$ cat src/rtl/smae_pkg.sv
`default_nettype none
package smae_pkg;

  localparam int STACK_DEPTH_DEF = 256;
  localparam int FRAC_BITS_DEF   = 16;
  localparam int DATA_W          = 32;
  localparam int QUEUE_DEPTH     = 2;

  typedef enum logic [2:0] {
    OP_HALT  = 3'd0,
    OP_PRINT = 3'd1,
    OP_CONST = 3'd2,
    OP_NEG   = 3'd3,
    OP_ADD   = 3'd4,
    OP_SUB   = 3'd5,
    OP_MUL   = 3'd6,
    OP_DIV   = 3'd7
  } opcode_t;

  typedef enum logic [2:0] {
    ST_OK    = 3'd0,
    ST_UNDER = 3'd1,
    ST_OVER  = 3'd2,
    ST_DIVZ  = 3'd3,
    ST_SAT   = 3'd4
  } status_t;

  typedef enum logic [2:0] {
    CL_HALT,
    CL_PRINT,
    CL_CONST,
    CL_NEG,
    CL_BIN
  } class_t;

  typedef struct packed {
    opcode_t             op;
    class_t              cls;
    logic [DATA_W-1:0]   cval;
  } item_t;

  // front queue head as seen by the back end
  typedef struct packed {
    logic  valid;
    item_t item;
  } fq_t;

  typedef struct packed {
    logic              valid;
    logic [DATA_W-1:0] value;
    logic              print_valid;
    logic              halted;
    status_t           status;
  } res_t;

  typedef struct packed {
    logic [DATA_W-1:0] value;
    logic              sat;
  } sat_t;

  localparam logic signed [63:0] S32_MAX = 64'sh0000_0000_7fff_ffff;
  localparam logic signed [63:0] S32_MIN = 64'shffff_ffff_8000_0000;

  function automatic sat_t sat32(input logic signed [63:0] v);
    sat_t r;
    if (v > S32_MAX) begin
      r.value = 32'h7fff_ffff;
      r.sat   = 1'b1;
    end else if (v < S32_MIN) begin
      r.value = 32'h8000_0000;
      r.sat   = 1'b1;
    end else begin
      r.value = v[31:0];
      r.sat   = 1'b0;
    end
    return r;
  endfunction

endpackage
`default_nettype wire

$ cat src/rtl/smae_front.sv
`default_nettype none
module smae_front (
  input  wire logic                 clk,
  input  wire logic                 rst_n,
  input  wire logic                 in_push,
  output logic                      in_full,
  input  wire logic [2:0]           in_opcode,
  input  wire logic signed [31:0]   in_const_value,
  output smae_pkg::fq_t             fq,
  input  wire logic                 fq_pop
);

  smae_pkg::item_t q_r [smae_pkg::QUEUE_DEPTH];
  logic            wr_ptr_r, rd_ptr_r;
  logic [1:0]      cnt_r;
  smae_pkg::item_t cls_item;
  smae_pkg::opcode_t op;
  logic            push_ok, pop_ok;

  assign op = smae_pkg::opcode_t'(in_opcode);

  always_comb begin
    cls_item.op   = op;
    cls_item.cval = in_const_value;
    unique case (op) inside
      smae_pkg::OP_HALT:  cls_item.cls = smae_pkg::CL_HALT;
      smae_pkg::OP_PRINT: cls_item.cls = smae_pkg::CL_PRINT;
      smae_pkg::OP_CONST: cls_item.cls = smae_pkg::CL_CONST;
      smae_pkg::OP_NEG:   cls_item.cls = smae_pkg::CL_NEG;
      smae_pkg::OP_ADD, smae_pkg::OP_SUB, smae_pkg::OP_MUL, smae_pkg::OP_DIV:
        cls_item.cls = smae_pkg::CL_BIN;
      default:            cls_item.cls = smae_pkg::CL_HALT;
    endcase
  end

  assign in_full  = (cnt_r == 2'(smae_pkg::QUEUE_DEPTH));
  assign push_ok  = in_push && !in_full;
  assign pop_ok   = fq_pop && (cnt_r != 2'd0);
  assign fq       = {(cnt_r != 2'd0), q_r[rd_ptr_r]};

  always_ff @(posedge clk) begin
    if (push_ok) begin
      q_r[wr_ptr_r] <= cls_item;
    end
  end

  always_ff @(posedge clk) begin
    if (!rst_n) begin
      wr_ptr_r <= 1'b0;
      rd_ptr_r <= 1'b0;
      cnt_r    <= 2'd0;
    end else begin
      if (push_ok) wr_ptr_r <= ~wr_ptr_r;
      if (pop_ok)  rd_ptr_r <= ~rd_ptr_r;
      cnt_r <= cnt_r + 2'(push_ok) - 2'(pop_ok);
    end
  end

endmodule
`default_nettype wire

$ cat config.mk
export PLATFORM = sky130hd
export DESIGN_NAME = smae_front
export DESIGN_NICKNAME = d
export VERILOG_FILES = /design/src/rtl/smae_pkg.sv /design/src/rtl/smae_front.sv
export SDC_FILE = /design/constraint.sdc
export NUM_CORES = 1
export LEC_CHECK = 0
export BUFFER_PORTS_ARGS = -buffer_cell sky130_fd_sc_hd__clkbuf_2
export CAP_MARGIN = 20
export CORE_MARGIN = 2
export CORE_UTILIZATION = 52
export DETAILED_ROUTE_END_ITERATION = 10
export PLACE_DENSITY = 0.89
export SYNTH_ARGS = -nofsm -noshare
export SYNTH_HDL_FRONTEND = slang
export SYNTH_SLANG_ARGS = --single-unit
$ cat constraint.sdc
create_clock -name clk -period 3.3 [get_ports clk]
set_clock_uncertainty 0.2 [all_clocks]
set_input_delay 0.165 -clock clk [delete_from_list [all_inputs] [get_ports clk]]
set_output_delay 0.165 -clock clk [all_outputs]
set_load 0.01 [all_outputs]
Yosys cells after proc, flatten, opt, wreduce, memory -nomap -nowiden
Memory sizes are Yosys's and may differ from the RTL's. A register that Yosys moved wholly into a read port is not among the register bits. Cells that the tools add are included.

Memories kept: 1. Input bits: 39. Word-level logic and storage cells: 26. Bits in writable memories: 76. Register bits after elaboration: 4. Output and inout port bits: 40.

Bitwise operators: 2. $add $sub $neg: 2. Reductions and logical operators: 5. Eq/ne operators: 8. Multiplexer cells: 5.

Memory list: q_r (words 2, width 38, rd ports 1, clocked after memory_dff 1, write ports 1, line smae_front.sv:13) `smae_pkg::item_t q_r [smae_pkg::QUEUE_DEPTH];`.

Operators by type and width (number): equality test 3 bit (second input constant) (4); one-hot mux 3 bit (4 select lines) (1); equality test 3 x 2 -> 1 bit (second input constant) (2); 2-to-1 mux 1 bit (4); OR reduction 4 bit (1); equality test 3 x 1 -> 1 bit (second input constant) (1); adder 2 x 1 -> 2 bit (1); equality test 2 bit (second input constant) (1); logical AND 1 bit (2); NOT 1 bit (2); nonzero test 2 bit (1); subtractor 2 x 1 -> 2 bit (1); zero test 1 bit (1).

Depth between registers and ports, before layout
Gate-level depths: netlist of the first run.

Depth after elaboration: 5. Mapped depth: 8. Mapped depth without buffers: 8.

Worst setup path after synthesis of the first run
Ideal clock, no wire load.

Path kind: register to register. Start point: register cnt_r[0]. End point: memory q_r[0][0] (netlist bit) (enable). Required time: 2.667 ns. Arrival time: 2.183 ns. Period minus slack after synthesis: 2.816 ns. Library setup time: 0.433 ns. Cell stages (with the launch flop): 4. Path slack: 0.484 ns. Path buffers: 0. Cell sequence: dfxtp_1 nand2b_1 nand2_1 nor2_1.

Longest elaborated chain between the ends: 5.

Ends and longest elaborated chain: start, declared (line smae_front.sv:15) `logic [1:0] cnt_r;`; start signal, assigned (line smae_front.sv:55) `cnt_r <= cnt_r + 2'(push_ok) - 2'(pop_ok);`; equality test 2 bit (line smae_front.sv:36) `assign in_full = (cnt_r == 2'(smae_pkg::QUEUE_DEPTH));`; zero test 1 bit (line smae_front.sv:37) `assign push_ok = in_push && !in_full;`; logical AND 1 bit (line smae_front.sv:37); 2-to-1 mux 1 bit (line smae_front.sv:42) `if (push_ok) begin`; 2-to-1 mux 1 bit (not written as such) (line smae_front.sv:43) `q_r[wr_ptr_r] <= cls_item;`; end, declared (line smae_front.sv:13).

Every way passes these cells.

==> impl_metrics.toml, run 1 <==
[yosys]
synth_top_family_by_area = "multiplexers"
synth_fa_ha_area_share_pct = 0.813
ys_warn_count = 0
synthFlopType = "edfxtp_1"
synth_nets = 189
ys_top_cells_by_count = "edfxtp_1, mux2_4, mux2_2"
synth.most_common_cell = "edfxtp_1"
synth_compound_area_share_pct = 0.244
async_reset_ff_share_pct = 0
syn_area_mm2 = 0.00308
synth-seq-area-share_pct = 77.4
syn_inst = 148
synth_xor_area_share_pct = 0.569
synthMuxAreaShare_pct = 16.7
ys_seq_elements = 81
synth_edf_count = 76
avgSynthCellArea_um2 = 20.8
synth_top_area_share_pct = 74.2
yosysTopAreaCell = "edfxtp_1"
yosysUniqueCellTypes = 21
synthSimpleGateAreaFrac_pct = 2.52
synth_area_leaders = "edfxtp_1, mux2_4, mux2_2"

[floorplanning]
io_pins = 79
die_h_um = 80.9
start_util_pct = 52.9
die_w_um = 80.9
row_count = 28
dieArea_mm2 = 0.00655
coreArea_mm2 = 0.00582

[layout]
area_delta_synth_final_pct = 33.2
design_area_mm2 = 0.00410
n_fill_cell = 389
diodes = 0
layout-drive-gt1-share_pct = 50.0
fin_nets = 312

[detailed_routing]
drc = 0
vias = 1669
wire_per_inst_um = 14.9
drt_pass1_iterations = 4
vias_per_cell = 4.75
ant_nets = 0
drt_iter0_drc = 69
wl_um = 5250

[timing]
slew_headroom_pct = 41.8
rsz0062_at_grt = "no"
setup_tns_ns = 0
timing.final.crit_share_pct = 65.2
worst_pin_slew_ns = 0.873
clock.fmax_ghz = 0.464
period_needed_ns = 2.15
final-max-slew-violation-count = 0
fin_ws_ns = 1.15
hold_viol_final = 0
setup_viol = 0

[min_path]
hold_path_class = "in2reg"
hp-start = "in_push"

[flow_run]
max-cap-violations = 0

[clock_tree]
clock_path_buffers = 2
cts_tree = "built"
cts_root_buf = "clkbuf_8"
worstSkewPairLatency_ns = 0.33
numCtsBuffers = 9
clock-sinks = 81
cts_setup_buffers = 0
htree_levels = 3
clk_pin_slew_ns = 0.07

[worst_setup_path]
crit_path_start_kind = "register"
cp_max_fo = 15
crit_chain = "buf_4, mux2_2, clkbuf_2"
cpLargestDelayFamily = "flip-flops"
cp.arrival_ns = 1.79
max_stage_delay_ns = 0.60
cpMaxStageDelayCell = "dfxtp_2"
crit_type = "reg2out"
cp.buffers_inverters = 2
end_kind = "output pin"
crit_required_ns = 2.93
r2r_start = "cnt_r[0]$_SDFF_PN0_"

[placement]
dpl_cell_area_mm2 = 0.00355
gp_congestion = 0.708
dp_slack_ns = 1.23
port_buffers = 78
place_hpwl_um = 3300

[pwr]
irDropWorstVdd_mv = 0.406
powerDensity_mw_per_mm2 = 718
leakagePower_nw = 1.64

[grt]
grt_use_total_pct = 16.8
grt.overflow.total = 0
grt_max_degree = 39
antenna_found_initial = 0
grt_pass1_vias = 1705
grt_pass1_wl_um = 7890

[outcome]
status = "finished, final reports clean"
power breakdown:
group	internal (W)	leakage, nW	switching (W)
clock network	0.000346	0.0998	0.000331
logic	0.000445	0.793	0.000413
registers	0.00133	0.752	0.0000790
worst min-delay path, cell delays in order:
cell and delay [ns]:
clkbuf_2 0.09, nand2_1 0.16, mux2i_1 0.10
per-stage QoR:
stage / std cells / hold WS (ns) / util [%] / power [W]
floorplan: 148 / 0.0639 / - / 0.00198
global placement: 299 / 0.154 / 61.1 / 0.00223
detailed placement: 299 / 0.158 / 61.1 / 0.00227
CTS: 351 / 0.0242 / 70.5 / 0.00297
global route: 351 / 0.0451 / 70.5 / 0.00309
finish: 351 / 0.0324 / 70.5 / 0.00294
placed cells by master (no fill, tap or decap):
cell           count
o21a_1             1
and3_2             1
nor2_1             3
xnor2_1            1
clkbuf_1           1
dfxtp_1            4
or2_2              1
edfxtp_1          76
mux2_2            18
clkbuf_2          78
dlygate4sd3_1     36
buf_4              3
xor2_1             1
nor3_1             1
nor2b_1            2
clkbuf_8           9
and2_1             2
dfxtp_2            1
clkinv_4           1
nand2_1            2
clkinv_2           4
nor2_4             1
mux2_4            20
ha_1               2
inv_1              3
bufinv_16          1
nand2b_1           2
mux2i_1            1
registers in the layout, summed over array words and instances (netlist names), named ones only:
signal	flops
rd_ptr_r	1
wr_ptr_r	1
cnt_r	2
q_r	76
kinds of logic (layout without fill, tap and decap cells):
| logic type | after synthesis | after routing |
|---|---|---|
| adder cells (fa/ha/maj) | 2 | 2 |
| AO/OA/AOI/OAI | 1 | 1 |
| multiplexers | 39 | 39 |
| AND/OR/NAND/NOR | 15 | 15 |
| XOR/XNOR | 2 | 2 |
| flip-flops | 81 | 81 |
| buffers and inverters | 8 | 136 |
layer usage:
metal / global-route usage [%] / share of wire (%) / vias to the layer above
li1: - / - / 810
met1: 19.3 / 42 / 798
met2: 29.5 / 52 / 55
met3: 6.11 / 5.1 / 6
met4: 5.08 / 0.97 / 0
met5: 0 / 0 / -
area by class of cell:
type                       instances  area (µm²)  share of cell area [%]
sequential                        81        2380                    58.2
tap                               75        93.8                    2.29
inverter                           3        11.3                   0.275
multi-input combinational         59         649                    15.8
clock inverter                     6        58.8                    1.44
timing repair buffer             117         773                    18.9
clock buffer                      10         128                    3.11
timing repair:
item | CTS | global route
resized for setup | 0 | 0
hold buffers | 36 | 0
endpoints found under the hold margin | 77 | 0
final timing paths:
path | to | slack, ns | depth (start not counted)
min reg2reg | register | 0.32 | 2
max reg2reg | q_r[0][20]$_DFFE_PP_ | 1.25 | 4
max | fq[15] | 1.15 | 3
min | wr_ptr_r$_SDFFE_PN0P_ | 0.03 | 3
Power figures use the tool's default switching activity.
==> run 2: changes to the inputs <==
==> constraint.sdc (replaced) <==
create_clock -name clk -period 2 [get_ports clk]
set_clock_uncertainty 0.2 [all_clocks]
set_input_delay 0.1 -clock clk [delete_from_list [all_inputs] [get_ports clk]]
set_output_delay 0.1 -clock clk [all_outputs]
set_load 0.01 [all_outputs]
==> run 2 against run 1 <==
Clock-buffer cell count grew 1; core utilization rose by 1.4 points; via count is 2.6% higher; total power increased by 71%; cell area increased by 2.0%.
==> impl_metrics.toml, run 2 (synthesis gave the netlist of run 1 again) <==
[outcome]
status = "finished, final reports clean"

[pwr]
p_int_w = 0.00366
powerDensity_mw_per_mm2 = 1200
seqPwrFrac_pct = 45.4
power_frac_comb_pct = 29.9
clockPowerShare_pct = 24.8
sw_frac_of_total_pct = 27.1
leakagePower_nw = 1.67
p_switching_w = 0.00136
irDropWorstVdd_mv = 1.13

[flow_run]
max-cap-violations = 0

[worst_setup_path]
cp.arrival_ns = 1.90
cpMaxStageDelayCell = "dfxtp_1"
crit_top_cell = "ha_1"
max_stage_delay_ns = 0.36
crit_path_start_kind = "register"
crit_required_ns = 2.06
cp_max_fo = 4
end_kind = "register"
crit_type = "reg2reg"
crit_chain = "nand2b_1, nand2_2, ha_1, inv_1, ha_1, xor2_1, and2_1, nor3_1"

[placement]
place_hpwl_um = 3330
dp_slack_ns = 0.107
port_buffers = 78
placed_cells = 302
gp_congestion = 0.736
dpl_cell_area_mm2 = 0.00359

[floorplanning]
dieArea_mm2 = 0.00655
die_h_um = 80.9
io_pins = 79
die_w_um = 80.9
start_util_pct = 52.9
row_count = 28
coreArea_mm2 = 0.00582

[detailed_routing]
wl_met3_um = 239
ant_nets = 0
vias = 1713
wl_um = 5260
drt_iter0_drc = 101
drt_pass1_iterations = 4
wire_per_inst_um = 14.8
highest_layer = "met4"
drc = 0
wl_met2_um = 2920
wl_met1_um = 2030
vias_per_cell = 4.81

[layout]
multi_input_area_um2 = 652
largest_register_ffs = 76
final_cell_mix = "clkbuf_2, edfxtp_1, dlygate4sd3_1"
fin_nets = 317
reg.largest.list = "q_r: 76 flops, cnt_r: 2 flops"
n_fill_cell = 393
layout.cells.non_filler = 356
layout-drive-gt1-share_pct = 50.2
regArea_mm2 = 0.00238
design_area_mm2 = 0.00418
largest_register = "q_r"
diodes = 0
area_delta_synth_final_pct = 35.9
final_common_cell = "clkbuf_2"

[grt]
antenna_found_initial = 0
grt_max_degree = 29
grt_pass1_wl_um = 7820
grt_pass1_vias = 1749
grt_use_total_pct = 16.8
grt.overflow.total = 0

[clock_tree]
numCtsBuffers = 9
clock-sinks = 81
cts_setup_buffers = 0
clk_pin_slew_ns = 0.08
cts_root_buf = "clkbuf_8"
cts_tree = "built"
htree_levels = 3
clock_path_buffers = 2
worstSkewPairLatency_ns = 0.34

[timing]
period_needed_ns = 1.83
hold_viol_final = 0
fin_ws_ns = 0.168
setup_viol = 0
timing.final.crit_share_pct = 91.6
setup_tns_ns = 0
final-max-slew-violation-count = 0
rsz0062_at_grt = "no"
worst_pin_slew_ns = 0.300
slew_headroom_pct = 80.0
clock.fmax_ghz = 0.546

[min_path]
hold_path_class = "in2reg"
run 2: cell types whose count changed in the layout (fill, tap and decap cells not counted):
cell,previous run,this run
clkinv_2,4,1
buf_4,3,5
clkinvlp_4,0,2
dlygate4sd3_1,36,38
buf_12,0,1
bufinv_16,1,2
clkbuf_1,1,2
clkinv_4,1,0
nand2_1,2,1
nand2_2,0,1
run 2: routing by layer:
layer | global-route usage (%) | up-vias
met1 | 17.6 | 828
met4 | 8.98 | 0
met2 | 30.6 | 56
met5 | 0 | -
met3 | 4.22 | 8
li1 | - | 821
run 2: worst paths after layout:
check	start	end	slack, ns	depth (start not counted)
setup / recovery	cnt_r[0]$_SDFF_PN0_	cnt_r[1]$_SDFF_PN0_	0.17	8
hold / removal	in_const_value[30]	q_r[0][30]$_DFFE_PP_	0.28	2
setup reg to reg	cnt_r[0]$_SDFF_PN0_	cnt_r[1]$_SDFF_PN0_	0.17	8
hold reg to reg	rd_ptr_r$_SDFFE_PN0P_	register	0.33	2
run 2: critical path, delay by kind of cell (launching register included):
family	cells	cell delay, ns
flops	1	0.36
fa+ha+maj	2	0.47
xor+xnor	1	0.15
simple gates	4	0.55
buf+inv	1	0.04
run 2: layout make-up:
class	count	area share [%]
clock buffers	11	3.14
clock inverters	5	1.92
inverters	3	0.269
multi-input cells	59	15.6
flip-flops and latches	81	57.0
well taps	75	2.24
repair buffers	122	19.8
run 2: power groups by stage:
stage | Sequential (W) | Combinational [W] | Clock, W
3_5_place_dp | 0.00232 | 0.00145 | 0
2_1_floorplan | 0.00229 | 0.000982 | 0
6_report | 0.00228 | 0.00150 | 0.00125
4_1_cts | 0.00228 | 0.00151 | 0.00127
5_1_grt | 0.00230 | 0.00164 | 0.00134
3_3_place_gp | 0.00230 | 0.00143 | 0
run 2: stage by stage:
step           total power (W)  util (%)  hold slack, ns
5_1_grt                0.00528      71.9           0.278
3_3_place_gp           0.00372      61.7          0.0892
2_1_floorplan          0.00327         -        -0.00113
6_report               0.00502      71.9           0.281
4_1_cts                0.00506      71.8           0.270
3_5_place_dp           0.00377      61.7          0.0937
run 2: repair_timing:
action / CTS / global route
hold buffers: 38 / 0
setup endpoints to repair: 0 / 1
endpoints found under the hold margin: 81 / 0
resized for setup: 0 / 1
==> run 3: changes to the inputs <==
--- a/config.mk
+++ b/config.mk
@@ -5,6 +5,7 @@
 export SDC_FILE = /design/constraint.sdc
 export NUM_CORES = 1
 export LEC_CHECK = 0
+export ABC_AREA = 1
 export BUFFER_PORTS_ARGS = -buffer_cell sky130_fd_sc_hd__clkbuf_2
 export CAP_MARGIN = 20
 export CORE_MARGIN = 2
==> run 3 against run 2 <==
Routed wire length grew 0.80%; sequential share of layout area grew 0.27 points; sequential power down 2%; critical path depth increased by 2; core utilization decreased by 0.34 points; area after synthesis grew 0.45%; worst setup slack worse by 0.048 ns; largest cell class unchanged; highest routed layer unchanged; worst hold slack gained 0.0034 ns; fmax decreased by 2.5%.
==> impl_metrics.toml, run 3 <==
[min_path]
hold_path_class = "in2reg"
min_path_cells = 2
whs_endpoint = "q_r[0][31]$_DFFE_PP_"
hp-start = "in_const_value[31]"

[detailed_routing]
vias = 1773
wire_per_inst_um = 14.4
wl_met1_um = 1960
vias_per_cell = 4.80
wl_um = 5300
wl_met2_um = 2970
ant_nets = 0
wl_met3_um = 237
highest_layer = "met4"
drt_pass1_iterations = 4
drt_iter0_drc = 106
drc = 0

[layout]
diodes = 0
largest_register = "q_r"
n_fill_cell = 389
area_delta_synth_final_pct = 34.6
largest_register_ffs = 76
fin_nets = 330
final_cell_mix = "clkbuf_2, edfxtp_1, dlygate4sd3_1"
postLayoutCoreUtil_pct = 71.5
layout.cells.non_filler = 369
layout-drive-gt1-share_pct = 46.3
final_common_cell = "clkbuf_2"
design_area_mm2 = 0.00416
reg.largest.list = "q_r: 76 flops, cnt_r: 2 flops"

[yosys]
synth-seq-area-share_pct = 77.1
ys_warn_count = 0
ys_top_cells_by_count = "edfxtp_1, mux2_4, mux2_2"
synthFlopType = "edfxtp_1"
synth_top_area_share_pct = 73.8
async_reset_ff_share_pct = 0
syn_inst = 161
syn_area_mm2 = 0.00309
synth_edf_count = 76
ys_seq_elements = 81
synth_area_leaders = "edfxtp_1, mux2_4, mux2_2"
yosysTopAreaCell = "edfxtp_1"
yosysUniqueCellTypes = 13
avgSynthCellArea_um2 = 19.2
synth.most_common_cell = "edfxtp_1"
synth_nets = 202

[worst_setup_path]
r2r_cells = 10
cp_max_fo = 4
timing.rr.end = "cnt_r[1]$_SDFF_PN0_"
crit_path_start_kind = "register"
r2r_start = "cnt_r[0]$_SDFF_PN0_"
end_kind = "register"
cp.arrival_ns = 1.92
crit_required_ns = 2.04
r2r_slack_ns = 0.12
crit_type = "reg2reg"

[clock_tree]
cts_tree = "built"
clk_pin_slew_ns = 0.08
clock_path_buffers = 2
cts_setup_buffers = 0
cts_root_buf = "clkbuf_8"
worstSkewPairLatency_ns = 0.34
clock-sinks = 81
htree_levels = 3
numCtsBuffers = 9
cts_resized = 0

[flow_run]
max-cap-violations = 0

[floorplanning]
row_count = 28
io_pins = 79
die_h_um = 81.1
coreArea_mm2 = 0.00582
die_w_um = 81.1
dieArea_mm2 = 0.00658
start_util_pct = 53.1

[placement]
dpl_cell_area_mm2 = 0.00360
place_hpwl_um = 3220
gp_congestion = 0.759
port_buffers = 78
placed_cells = 315

[timing]
hold_viol_final = 0
timing.final.crit_share_pct = 94.0
worst_pin_slew_ns = 0.327
setup_viol = 0
slew_headroom_pct = 78.2
period_needed_ns = 1.88
setup_tns_ns = 0
clock.fmax_ghz = 0.532
rsz0062_at_grt = "no"
final-max-slew-violation-count = 0

[pwr]
powerDensity_mw_per_mm2 = 1120
irDropWorstVdd_mv = 0.980
finalPower_w = 0.00466
leakagePower_nw = 1.69

[grt]
antenna_found_initial = 0
grt_max_degree = 27
grt.overflow.total = 0
grt_pass1_wl_um = 7830
grt_pass1_vias = 1793
grt_use_total_pct = 17.1

[outcome]
status = "finished, final reports clean"
==> run 3: cell count changes in the layout (fill, tap and decap cells not counted), sizes merged, moves of 2 or more <==
cell / before / now
and2: 2 / 0
nor2b: 2 / 0
nor2: 4 / 10
nand2b: 2 / 0
inv: 3 / 11
nand2: 2 / 9
nand3: 0 / 3
a21oi: 0 / 2
clkbuf: 89 / 91
==> run 3: worst max-delay path, cell delays in order, from the launching register on <==
cell     delay, ns
dfxtp_1       0.38
inv_1         0.07
nand2_1       0.12
nand2_1       0.13
ha_1          0.31
inv_1         0.04
ha_1          0.20
inv_1         0.06
nand2_1       0.06
a21oi_1       0.15
nor2_1        0.06
==> run 3: kinds of logic after synthesis <==
logic type,share of synthesized area (%)
compound gates,0.324
fa+ha+maj,0.810
buf+inv,2.71
flops,77.1
mux,16.3
simple gates,2.79
==> run 3: area by class of cell <==
cell class	count	area, µm²	share of cell area [%]
clock inverters	3	42.5	1.02
inverters	11	41.3	0.992
repair buffers	122	828	19.9
flip-flops and latches	81	2380	57.3
multi-input cells	64	632	15.2
clock buffers	13	139	3.34
well taps	75	93.8	2.26
==> run 3: metrics by stage <==
step,hold slack (ns),setup WS (ns)
final,0.285,0.120
after global routing,0.276,0.0231
after CTS,0.267,0.149
after detailed placement,0.0926,0.160
after global placement,0.0886,0.305
after floorplan,-0.00655,0.0779
==> run 3: what timing repair did <==
| action | CTS | global route |
|---|---|---|
| endpoints found under the setup margin | 0 | 0 |
| hold buffers | 38 | 0 |
| endpoints found under the hold margin | 81 | 0 |
==> run 3: how the worst max path moves through the flow <==
stage / from / end / slack [ns] / cells after the start
5_1_grt: cnt_r[0]$_SDFF_PN0_ / cnt_r[1]$_SDFF_PN0_ / 0.02 / 10
3_3_place_gp: cnt_r[0]$_SDFF_PN0_ / cnt_r[1]$_SDFF_PN0_ / 0.30 / 10
2_1_floorplan: cnt_r[0]$_SDFF_PN0_ / q_r[1][0]$_DFFE_PP_ / 0.08 / 4
6_report: cnt_r[0]$_SDFF_PN0_ / cnt_r[1]$_SDFF_PN0_ / 0.12 / 10
3_5_place_dp: cnt_r[0]$_SDFF_PN0_ / cnt_r[1]$_SDFF_PN0_ / 0.16 / 10
4_1_cts: cnt_r[0]$_SDFF_PN0_ / cnt_r[1]$_SDFF_PN0_ / 0.15 / 10
==> run 3: where the power goes <==
part / leakage (nW) / internal, W / switching (W)
combinational: 0.852 / 0.000663 / 0.000673
sequential: 0.753 / 0.00215 / 0.0000816
clock: 0.0876 / 0.000577 / 0.000509
==> run 3: metal layers <==
layer	vias up	GRT usage, %
li1	852	-
met2	63	31.2
met5	-	0
met1	848	17.8
met4	0	11.9
met3	10	3.00
